<file path="src/design/smc_pkg.sv">
`timescale 1ns / 1ps
`default_nettype none

package smc_pkg;

    // size limits of the line store and the row counter
    localparam int DEF_MAX_WIDTH  = 1024;
    localparam int DEF_MAX_HEIGHT = 4096;

    // configuration port
    localparam int CFG_IDX_W  = 2;
    localparam int CFG_DATA_W = 13;

    typedef enum logic [CFG_IDX_W-1:0] {
        REG_FRAME_WIDTH      = 2'd0,
        REG_FRAME_HEIGHT     = 2'd1,
        REG_FOREGROUND_LEVEL = 2'd2
    } cfg_reg_t;

    localparam logic [10:0] FRAME_WIDTH_RST      = 11'd360;
    localparam logic [12:0] FRAME_HEIGHT_RST     = 13'd275;
    localparam logic [7:0]  FOREGROUND_LEVEL_RST = 8'd255;

    // one result word
    typedef struct packed {
        logic mark;
        logic center_on_border;
        logic frame_done;
    } smc_result_t;

    // shrink conditional mark patterns, ring NW,N,NE,E,SE,S,SW,W from msb down
    function automatic logic smc_ring_match(input logic [7:0] ring);
        logic hit;
        hit = 1'b0;
        case (ring) inside
            // bond 1 and bond 2
            8'h20, 8'h80, 8'h02, 8'h08,
            8'h10, 8'h40, 8'h01, 8'h04,
            // bond 3
            8'h30, 8'h60, 8'hC0, 8'h81, 8'h03, 8'h06, 8'h0C, 8'h18,
            // bond 4 and bond 5
            8'h38, 8'hE0, 8'h83, 8'h0E,
            8'hD0, 8'h58, 8'h61, 8'h34, 8'h70, 8'hC1, 8'h07, 8'h1C,
            // bond 6
            8'hD8, 8'h63, 8'hF0, 8'h78, 8'hE1, 8'hC3, 8'h87, 8'h0F, 8'h1E, 8'h3C,
            // bond 7 and bond 8
            8'hF8, 8'hE3, 8'h8F, 8'h3E,
            8'h7C, 8'hF1, 8'hC7, 8'h1F,
            // bond 9 and bond 10
            8'hFC, 8'h7E, 8'hF3, 8'hF9, 8'hE7, 8'hCF, 8'h9F, 8'h3F,
            8'hFE, 8'hFB, 8'hEF, 8'hBF: hit = 1'b1;
            default: hit = 1'b0;
        endcase
        return hit;
    endfunction

endpackage

`default_nettype wire

</file>
<file path="src/design/smc_line_ram.sv">
`timescale 1ns / 1ps
`default_nettype none

module smc_line_ram #(
    parameter int DATA_W = 2,
    parameter int DEPTH  = 1024
) (
    input  wire logic                     aclk,
    input  wire logic                     wr_en,
    input  wire logic [$clog2(DEPTH)-1:0] wr_addr,
    input  wire logic [DATA_W-1:0]        wr_data,
    input  wire logic [$clog2(DEPTH)-1:0] rd_addr,
    output logic      [DATA_W-1:0]        rd_data
);

    logic [DATA_W-1:0] mem [DEPTH];

    // one write port, one registered read port
    always_ff @(posedge aclk) begin
        if (wr_en) begin
            mem[wr_addr] <= wr_data;
        end
        rd_data <= mem[rd_addr];
    end

endmodule

`default_nettype wire

</file>
<file path="src/design/shrink_conditional_mark_unit.sv">
`timescale 1ns / 1ps
`default_nettype none

// Shrink conditional mark over a 3x3 window, one pixel word per cycle while s_ready
// is high. Pixels enter in raster order; a pixel is foreground when it equals
// foreground_level. The two previous rows live as two bits per column in one
// line RAM that is read when a pixel is taken and written back on the next
// cycle; the result of each pixel is formed in stage one and registered in the
// output buffer. A result word leaves for every pixel at row >= 1 and
// column >= 1 and describes the centre one row up and one column left; last
// row and column never appear. A four-word output buffer lets the input keep
// flowing while results wait. After reset the line RAM is swept to zero, one
// column per cycle, across all MAX_WIDTH columns; s_ready stays low until the
// sweep ends, while configuration writes are taken at any time.
module shrink_conditional_mark_unit #(
    parameter int MAX_WIDTH  = smc_pkg::DEF_MAX_WIDTH,
    parameter int MAX_HEIGHT = smc_pkg::DEF_MAX_HEIGHT
) (
    input  wire logic                                aclk,
    input  wire logic                                aresetn,
    // configuration
    input  wire logic                                cfg_wr_en,
    input  wire logic [smc_pkg::CFG_IDX_W-1:0]       cfg_index,
    input  wire logic [smc_pkg::CFG_DATA_W-1:0]      cfg_wdata,
    // pixel input
    input  wire logic                                s_valid,
    output logic                                     s_ready,
    input  wire logic [7:0]                          s_pixel,
    // result output
    output logic                                     m_valid,
    input  wire logic                                m_ready,
    output logic                                     m_mark,
    output logic                                     m_center_on_border,
    output logic                                     m_frame_done
);

    import smc_pkg::*;

    localparam int CW = $clog2(MAX_WIDTH);
    localparam int RW = $clog2(MAX_HEIGHT);
    localparam int LW = (CW + 1 > 11) ? CW + 1 : 11;
    localparam int HL = (RW + 1 > 13) ? RW + 1 : 13;
    localparam int BUF_DEPTH = 4;
    localparam int BP = $clog2(BUF_DEPTH);

    // configuration registers
    logic [10:0] frame_width_reg;
    logic [12:0] frame_height_reg;
    logic [7:0]  foreground_level_reg;

    always_ff @(posedge aclk) begin
        if (!aresetn) begin
            frame_width_reg      <= FRAME_WIDTH_RST;
            frame_height_reg     <= FRAME_HEIGHT_RST;
            foreground_level_reg <= FOREGROUND_LEVEL_RST;
        end else if (cfg_wr_en) begin
            unique case (cfg_index)
                REG_FRAME_WIDTH:      frame_width_reg      <= cfg_wdata[10:0];
                REG_FRAME_HEIGHT:     frame_height_reg     <= cfg_wdata[12:0];
                REG_FOREGROUND_LEVEL: foreground_level_reg <= cfg_wdata[7:0];
                default: ;
            endcase
        end
    end

    // frame size in use, clamped to the supported range
    logic [LW-1:0] fw_ext, w_use;
    logic [HL-1:0] fh_ext, h_use;

    always_comb begin
        fw_ext = LW'(frame_width_reg);
        fh_ext = HL'(frame_height_reg);
        if (fw_ext < LW'(3)) begin
            w_use = LW'(3);
        end else if (fw_ext > LW'(MAX_WIDTH)) begin
            w_use = LW'(MAX_WIDTH);
        end else begin
            w_use = fw_ext;
        end
        if (fh_ext < HL'(3)) begin
            h_use = HL'(3);
        end else if (fh_ext > HL'(MAX_HEIGHT)) begin
            h_use = HL'(MAX_HEIGHT);
        end else begin
            h_use = fh_ext;
        end
    end

    // line RAM sweep after reset
    logic          clr_active_reg;
    logic [CW-1:0] clr_addr_reg;

    always_ff @(posedge aclk) begin
        if (!aresetn) begin
            clr_active_reg <= 1'b1;
            clr_addr_reg   <= '0;
        end else if (clr_active_reg) begin
            clr_addr_reg <= clr_addr_reg + CW'(1);
            if (clr_addr_reg == CW'(MAX_WIDTH - 1)) begin
                clr_active_reg <= 1'b0;
            end
        end
    end

    // position counters
    logic [CW-1:0] col_reg, col_next, c_cur;
    logic [RW-1:0] row_reg, row_next, r_cur;
    logic [LW-1:0] c_inc;
    logic [HL-1:0] r_inc;
    logic          accept;

    assign accept = s_valid && s_ready;

    always_comb begin
        c_cur = (LW'(col_reg) >= w_use) ? '0 : col_reg;
        r_cur = (HL'(row_reg) >= h_use) ? '0 : row_reg;
        c_inc = LW'(c_cur) + LW'(1);
        r_inc = HL'(r_cur) + HL'(1);
        if (c_inc >= w_use) begin
            col_next = '0;
            row_next = (r_inc >= h_use) ? '0 : r_inc[RW-1:0];
        end else begin
            col_next = c_inc[CW-1:0];
            row_next = r_cur;
        end
    end

    always_ff @(posedge aclk) begin
        if (!aresetn) begin
            col_reg <= '0;
            row_reg <= '0;
        end else if (accept) begin
            col_reg <= col_next;
            row_reg <= row_next;
        end
    end

    // stage one: waits for the line RAM read of its column
    logic          s1_valid_reg;
    logic [CW-1:0] s1_col_reg;
    logic          s1_cur_reg;
    logic          s1_emit_reg;
    logic          s1_border_reg;
    logic          s1_done_reg;

    always_ff @(posedge aclk) begin
        if (!aresetn) begin
            s1_valid_reg <= 1'b0;
        end else begin
            s1_valid_reg <= accept;
        end
    end

    always_ff @(posedge aclk) begin
        if (accept) begin
            s1_col_reg    <= c_cur;
            s1_cur_reg    <= (s_pixel == foreground_level_reg);
            s1_emit_reg   <= (r_cur != '0) && (c_cur != '0);
            s1_border_reg <= (r_cur == RW'(1)) || (c_cur == CW'(1));
            s1_done_reg   <= (LW'(c_cur) == w_use - LW'(1)) &&
                             (HL'(r_cur) == h_use - HL'(1));
        end
    end

    // line RAM: bit 0 row two above, bit 1 row above
    logic          ram_we;
    logic [CW-1:0] ram_waddr;
    logic [1:0]    ram_wdata;
    logic [1:0]    ram_rdata;

    always_comb begin
        if (clr_active_reg) begin
            ram_we    = 1'b1;
            ram_waddr = clr_addr_reg;
            ram_wdata = 2'b00;
        end else begin
            ram_we    = s1_valid_reg;
            ram_waddr = s1_col_reg;
            ram_wdata = {s1_cur_reg, ram_rdata[1]};
        end
    end

    smc_line_ram #(
        .DATA_W (2),
        .DEPTH  (MAX_WIDTH)
    ) u_line_ram (
        .aclk    (aclk),
        .wr_en   (ram_we),
        .wr_addr (ram_waddr),
        .wr_data (ram_wdata),
        .rd_addr (c_cur),
        .rd_data (ram_rdata)
    );

    // window shift and pattern match
    logic [8:0]  win_reg, win_next;
    logic [7:0]  ring;
    smc_result_t s1_result;

    always_comb begin
        win_next = {s1_cur_reg, ram_rdata[1], ram_rdata[0], win_reg[8:3]};
        ring = {win_next[0], win_next[3], win_next[6], win_next[7],
                win_next[8], win_next[5], win_next[2], win_next[1]};
        s1_result.mark = !s1_border_reg && win_next[4] && smc_ring_match(ring);
        s1_result.center_on_border = s1_border_reg;
        s1_result.frame_done       = s1_done_reg;
    end

    always_ff @(posedge aclk) begin
        if (!aresetn) begin
            win_reg <= '0;
        end else if (s1_valid_reg) begin
            win_reg <= win_next;
        end
    end

    // output word buffer
    smc_result_t   buf_mem [BUF_DEPTH];
    logic [BP-1:0] wr_ptr_reg, rd_ptr_reg;
    logic [BP:0]   buf_cnt_reg;
    logic          push, pop;

    assign push = s1_valid_reg && s1_emit_reg;
    assign pop  = m_valid && m_ready;

    always_ff @(posedge aclk) begin
        if (push) begin
            buf_mem[wr_ptr_reg] <= s1_result;
        end
    end

    always_ff @(posedge aclk) begin
        if (!aresetn) begin
            wr_ptr_reg  <= '0;
            rd_ptr_reg  <= '0;
            buf_cnt_reg <= '0;
        end else begin
            if (push) begin
                wr_ptr_reg <= wr_ptr_reg + BP'(1);
            end
            if (pop) begin
                rd_ptr_reg <= rd_ptr_reg + BP'(1);
            end
            buf_cnt_reg <= buf_cnt_reg + (BP+1)'(push) - (BP+1)'(pop);
        end
    end

    assign m_valid            = (buf_cnt_reg != '0);
    assign m_mark             = buf_mem[rd_ptr_reg].mark;
    assign m_center_on_border = buf_mem[rd_ptr_reg].center_on_border;
    assign m_frame_done       = buf_mem[rd_ptr_reg].frame_done;

    // take a pixel only after the sweep and when the buffer has room for its result
    assign s_ready = !clr_active_reg &&
                     ((buf_cnt_reg + (BP+1)'(s1_valid_reg)) < (BP+1)'(BUF_DEPTH));

    // checks
    a_buf_no_overflow: assert property (@(posedge aclk) disable iff (!aresetn)
        push && !pop |-> buf_cnt_reg < (BP+1)'(BUF_DEPTH))
        else $error("result buffer overflow");

    a_no_pixel_in_sweep: assert property (@(posedge aclk) disable iff (!aresetn)
        clr_active_reg |-> !s1_valid_reg)
        else $error("pixel in flight during line RAM sweep");

    a_sweep_once: assert property (@(posedge aclk) disable iff (!aresetn)
        !clr_active_reg |=> !clr_active_reg)
        else $error("line RAM sweep restarted");

    a_done_interior: assert property (@(posedge aclk) disable iff (!aresetn)
        m_valid && m_frame_done |-> !m_center_on_border)
        else $error("frame end flagged on a border centre");

    a_border_no_mark: assert property (@(posedge aclk) disable iff (!aresetn)
        m_valid && m_center_on_border |-> !m_mark)
        else $error("border centre marked");

endmodule

`default_nettype wire

</file>
<file path="config.mk">
export PLATFORM = sky130hd
export DESIGN_NAME = shrink_conditional_mark_unit
export DESIGN_NICKNAME = d
export VERILOG_FILES = /design/src/design/smc_pkg.sv /design/src/design/smc_line_ram.sv /design/src/design/shrink_conditional_mark_unit.sv
export SDC_FILE = /design/constraint.sdc
export NUM_CORES = 2
export LEC_CHECK = 0
export ABC_AREA = 1
export ABC_CLOCK_PERIOD_IN_PS = 35700
export BUFFER_PORTS_ARGS = -buffer_cell sky130_fd_sc_hd__buf_2
export CORE_ASPECT_RATIO = 0.7
export CORE_MARGIN = 1.5
export CORE_UTILIZATION = 40
export CTS_CLUSTER_SIZE = 8
export DETAILED_ROUTE_END_ITERATION = 8
export GPL_ROUTABILITY_DRIVEN = 0
export MAX_ROUTING_LAYER = met4
export PLACE_DENSITY = 0.55
export SLEW_MARGIN = 20
export SYNTH_ARGS = -nofsm -noshare
export SYNTH_HDL_FRONTEND = slang
export SYNTH_SLANG_ARGS = --single-unit
</file>
<file path="constraint.sdc">
create_clock -name aclk -period 35.7 [get_ports aclk]
set_input_delay 1.785 -clock aclk [delete_from_list [all_inputs] [get_ports aclk]]
set_output_delay 1.785 -clock aclk [all_outputs]
set_load 0.005 [all_outputs]
</file>
* After elaboration in Yosys (flattened, before gate mapping)
Memory sizes are Yosys's and may differ from the RTL's. A register that Yosys moved wholly into a read port is not among the register bits.
Index checks and enable logic that the tools add are counted.
** Cells by class
- Add/sub/neg operators :: 10
- Order comparisons :: 9
- Eq/ne operators :: 66
- Multiplexer cells :: 21
- Reductions and logical operators :: 19
** Operators by type and width (count)
- equality test 8 bit (second input constant) :: 27
- equality test 8 x 7 -> 1 bit (second input constant) :: 9
- OR reduction 58 bit :: 1
- equality test 8 x 6 -> 1 bit (second input constant) :: 7
- equality test 8 x 5 -> 1 bit (second input constant) :: 5
- two-way mux 12 bit :: 3
- equality test 8 x 4 -> 1 bit (second input constant) :: 4
- two-way mux 10 bit :: 3
- two-way mux 13 bit :: 2
- equality test 8 x 3 -> 1 bit (second input constant) :: 3
- two-way mux 11 bit :: 2
- equality test 8 x 2 -> 1 bit (second input constant) :: 2
- adder 12 x 1 -> 13 bit (second input constant) :: 1
- equality test 12 x 13 -> 1 bit :: 1
- greater-or-equal comparator 12 x 13 -> 1 bit :: 1
- greater-or-equal comparator 13 bit :: 1
- greater-than comparator 13 bit (second input constant) :: 1
- less-than comparator 13 x 2 -> 1 bit (second input constant) :: 1
- subtractor 13 x 1 -> 13 bit (second input constant) :: 1
- equality test 12 x 1 -> 1 bit (second input constant) :: 1
- nonzero test 12 bit :: 1
- adder 10 x 1 -> 11 bit (second input constant) :: 1
- equality test 10 x 11 -> 1 bit :: 1
- greater-or-equal comparator 10 x 11 -> 1 bit :: 1
- other kinds (24) :: 45
** Storage, ports and cells
- Register bits after elaboration :: 96
- RAM bits :: 2060
- Bits of input ports :: 28
- Output and inout port bits :: 5
- Word-level logic and storage cells :: 144
- Memories :: 2
** Memories
- u_line_ram.mem :: words 1024, width 2, rd ports 1, clocked after memory_dff 1, write ports 1, RTL line smc_line_ram.sv:16 : logic [DATA_W-1:0] mem [DEPTH];
- buf_mem :: words 4, width 3, rd ports 1, clocked after memory_dff 1, write ports 1, RTL line shrink_conditional_mark_unit.sv:218 : smc_result_t buf_mem [BUF_DEPTH];

* Longest topological paths before layout
- Word-level depth :: 9
- Mapped depth :: 42
- Mapped depth without buffers :: 40

* By module
From an unflattened synthesis, not the netlist that was laid out.
** Unflattened totals
- Cell total of the unflattened synthesis :: 9060
- Area, all modules :: 94307.9 µm²
** By module, submodules not included
- smc_line_ram :: instances 1, cells an instance 7976, area each 86953.4 µm²
- shrink_conditional_mark_unit :: instances 1, cells an instance 1084, area each 7354.6 µm²

* Worst setup path after synthesis
No wires, ideal clock.
- Path kind :: flip-flop to flip-flop
- Start point :: register u_line_ram.rd_data[1], read port of u_line_ram.mem
- End point :: memory u_line_ram.mem[0][0], data pin
- Library setup time :: 4962 ps
- Arrival time :: 24146 ps
- Required time :: 30738 ps
- Slack :: 6593 ps
- Stages on the path, launching flop included :: 4
- Cell sequence :: dfxtp_1 -> clkbuf_1 -> inv_1 -> nor2_1
** Between the ends
- Cells in the longest elaborated chain, start to end :: 1
** RTL lines
- start, declared :: RTL line smc_line_ram.sv:13 : output logic [DATA_W-1:0] rd_data
- two-way mux 2 bit :: RTL line shrink_conditional_mark_unit.sv:172 : if (clr_active_reg) begin
- net ram_wdata[0] :: RTL line shrink_conditional_mark_unit.sv:168 : logic [1:0] ram_wdata;
- end, declared :: RTL line smc_line_ram.sv:16
The timed path passes the listed nets, and every way through them passes these cells.

* Worst setup path after layout
- Start point :: register frame_width_reg[0]
- End point :: register u_line_ram.rd_data[1], read port of u_line_ram.mem
** Between the ends
- Cells in the longest elaborated chain, start to end :: 5
- Elaborated cells on any way between the ends :: 6
- Classes of those cells :: order compare: 3; mux: 3
** RTL lines
- start, declared :: RTL line shrink_conditional_mark_unit.sv:47 : logic [10:0] frame_width_reg;
- start signal, assigned :: RTL line shrink_conditional_mark_unit.sv:58 : REG_FRAME_WIDTH: frame_width_reg <= cfg_wdata[10:0];
- greater-than comparator 11 bit :: RTL line shrink_conditional_mark_unit.sv:75 : end else if (fw_ext > LW'(MAX_WIDTH)) begin
- two-way mux 11 bit :: RTL line shrink_conditional_mark_unit.sv:75
- two-way mux 11 bit * :: RTL line shrink_conditional_mark_unit.sv:73 : if (fw_ext < LW'(3)) begin
- greater-or-equal comparator 10 x 11 -> 1 bit * :: RTL line shrink_conditional_mark_unit.sv:115 : c_cur = (LW'(col_reg) >= w_use) ? '0 : col_reg;
- two-way mux 10 bit * :: RTL line shrink_conditional_mark_unit.sv:115
Every way passes the cells marked *; elsewhere a longest branch is shown, timed or not.
A chain may end at the register's enable or synchronous reset.

==> summary.md <==
| Metric | Value |
|---|---|
| Status | `complete, no violations` |
| Pins Over Slew Limit | `0` |
| Tmin final | `between 8000 and 9000 ps` |
| Post-route ant nets | `0` |
| Most frequent cells in the layout | `2209 x nor2_1, 2074 x edfxtp_1, 1530 x nand2_1` |
| Area grow syn2layout | `11.6%` |
| Worst setup EP type | `register` |
| Worst hold-check path type | `register to register` |
| Most flops, register | `u_line_ram.mem` |
| Most used cell along the critical path | `nand2_1` |
| PortBufs | `32` |
| Vias per inst | `5.58` |
| Drt pass-1 iters | `8` |
| Worst VDD drop | `approximately 34 uV` |
| Fmax | `between 100 and 150 MHz` |
| Worst path slowest cell | `o21ai_0` |
| CP peak stage delay | `900 ps` |
| DR WL/cell | `24.5 um` |
| Clk pin slew, worst setup/hold paths | `60 ps` |
| Worst R2R Setup Slack | `around 27000 ps` |
| Fin. Hold Viols | `0` |
| Netlist cell types | `50` |
| # fillers | `roughly 23000` |
| Final clock skew | `43.2 ps` |
| All-Layer GR Usage | `26.1%` |
| CTS buffer count | `311` |
| Post-synth top flop | `edfxtp_1` |
| CTS tree | `yes` |
| Most common cell after layout, fill and taps aside | `nor2_1` |
| CTS hold repair buffers | `0` |
| Die height | `approximately 420 um` |
| Slew margin rel. | `~18%` |
| Clock Sinks | `roughly 2200` |
| Post-route cell area | `109000 um2` |
| Hold path startpoint | `rd_ptr_reg[1]$_SDFFE_PN0P_` |
| Core area | `243000 um2` |
| Starting Density | `40.4%` |
| Post-DP HPWL | `168000 um` |
| Total Power | `5.43 mW` |
| EDFF count, synth | `2074` |
| Initial antenna violation count | `24` |
| Slew at the pin closest to its max-slew limit | `about 1200 ps` |
| Syn Std Cell Area | `between 90000 and 100000 um2` |
| Sequential area share after synthesis | `65.3%` |
| Asr flop ratio synth | `0%` |
| Die W | `594 um` |
| Largest net degree at the start of global routing | `220` |
| Yosys warns | `0` |
| Worst R2R End | `u_line_ram.rd_data[1]$_DFF_P_` |
| Static leakage | `40.0 nW` |
| Post-CTS Resized | `0` |
| R2R depth | `28` |
| Die area | `248000 um2` |
| Post-synth top area share | `63.6%` |
| Fin crit share | `23.8%` |
| Mapped Cells | `9979` |
| GRT overflow | `0` |
| Worst hold path depth | `2` |
| Final WS setup | `27210 ps` |
| Syn Area/Cell | `9.81 um2` |
| Std cell rows | `151` |
| WS Path Type | `register to register` |
| RSZ-0062 raised after global routing | `false` |
| Number of global-route vias before repair | `68900` |
| Residual DRC count | `0` |
| Vias | `73000` |
| Num ports | `33` |
| Area leader, netlist | `edfxtp_1` |
| Initial DRC count | `10600` |
| Max FFs per register | `2048` |
| Worst-case hold slack | `475 ps` |
| CTS H-tree depth | `5` |
| Clock Tree Buf Depth | `4` |
| Worst path arrival time | `9250 ps` |
| WL final | `around 320000 um` |
| CTS Root Cell | `clkbuf_16` |
| Dpl cell area | `101000 um2` |
| Yosys reg bits | `2157` |
| Crit path launch type | `register` |
| Final #Nets | `9882` |
| Critical Path RT | `approximately 36000 ps` |
| Setup WS pre-CTS | `~27000 ps` |
| First-pass GRT wire length | `~470000 um` |
| Top cells by area, synth | `edfxtp_1 64%, nor2_1 8.5%, nand2_1 6.0%` |
| Max Cap Viol | `0` |
| Setup TNS | `0 ps` |
| Share of post-route cells with drive strength above 1 | `6.31%` |
| Syn nets | `10100` |
| Power Dens Cells | `49.7 nW/um2` |
| Insertion delay to the later sink of the worst-skew pair | `860 ps` |
| Critical path fanouts, max | `178` |
| Reg2reg start | `frame_width_reg[0]$_SDFFE_PN0P_` |
| # Post-CTS Setup Buffers | `0` |
| Finish-stage setup viols | `0` |
==> per-stage QoR <==
stage          utilization [%]  instances
5_1_grt                   45.0      13100
6_report                  45.1      13100
3_3_place_gp              41.6      12700
3_5_place_dp              41.6      12700
4_1_cts                   45.0      13100
2_1_floorplan                -       9979
==> critical path: cells and delay by family (launching register included) <==
kind	cells	cell delay, ps
AO/OA/AOI/OAI	2	1300
flip-flops	1	330
AND/OR/NAND/NOR	19	3650
buffers and inverters	6	2380
adder cells (fa/ha/maj)	1	320
==> final cells by class <==
class                   count  area, um2  area share (%)
multi-input cells        6084      27600            25.2
repair buffers            187       1540            1.40
inverters                1053       3970            3.64
clock buffers             366       8050            7.37
well taps                3213       4020            3.68
clock inverters            14        154           0.141
flip-flops and latches   2157      63900            58.5
diodes                      8       20.0          0.0183
==> synth_stat cells (all sizes together), types with 2 or more instances <==
| cell type | n |
|---|---|
| o31ai | 2 |
| o221ai | 18 |
| nor2 | 2222 |
| o211ai | 134 |
| dfxtp | 83 |
| and3 | 2 |
| buf | 223 |
| a31oi | 2 |
| a211oi | 2 |
| o22ai | 22 |
| clkbuf | 462 |
| nand4 | 256 |
| o21ai | 702 |
| clkinv | 14 |
| a21oi | 177 |
| or2 | 62 |
| edfxtp | 2074 |
| and2 | 4 |
| nor4 | 4 |
| inv | 1039 |
| nor3 | 41 |
| xnor2 | 18 |
| xor2 | 25 |
| ha | 59 |
| nand2 | 1554 |
| nand3 | 763 |
| a221oi | 4 |
==> power breakdown <==
part	switching [mW]	total, mW	internal, mW
clock	1.05	2.62	1.56
combinational	0.0510	0.0693	0.0183
sequential	0.00619	2.75	2.74
==> cells by family (layout without fill, tap and decap cells) <==
family | Yosys count | in the layout | share of synthesized area (%)
flops | 2157 | 2157 | 65.3
simple gates | 4911 | 4911 | 20.7
other cells | 0 | 8 | 0
fa+ha+maj | 60 | 60 | 0.774
xor+xnor | 43 | 43 | 0.385
compound gates | 1070 | 1070 | 5.96
buf+inv | 1738 | 1620 | 6.85
==> layer usage <==
layer	vias to the layer above	GRT usage [%]	routed length [um]
met4	0	6.54	7930
met5	-	-	0
met3	499	5.59	36000
met2	3810	37.2	136000
met1	35700	37.7	141000
li1	33000	-	-
==> worst max path at each step <==
stage	from	end	cells after the start
finish	frame_width_reg[0]$_SDFFE_PN0P_	u_line_ram.rd_data[1]$_DFF_P_	28
global route	frame_width_reg[0]$_SDFFE_PN0P_	col_reg[3]$_SDFFE_PN0P_	32
global placement	frame_width_reg[0]$_SDFFE_PN0P_	col_reg[8]$_SDFFE_PN0P_	34
detailed placement	frame_width_reg[0]$_SDFFE_PN0P_	col_reg[2]$_SDFFE_PN0P_	32
floorplan	u_line_ram.rd_data[1]$_DFF_P_	u_line_ram.mem[0][0]$_DFFE_PP_	3
CTS	frame_width_reg[0]$_SDFFE_PN0P_	col_reg[7]$_SDFFE_PN0P_	32
Power figures use the tool's default switching activity.
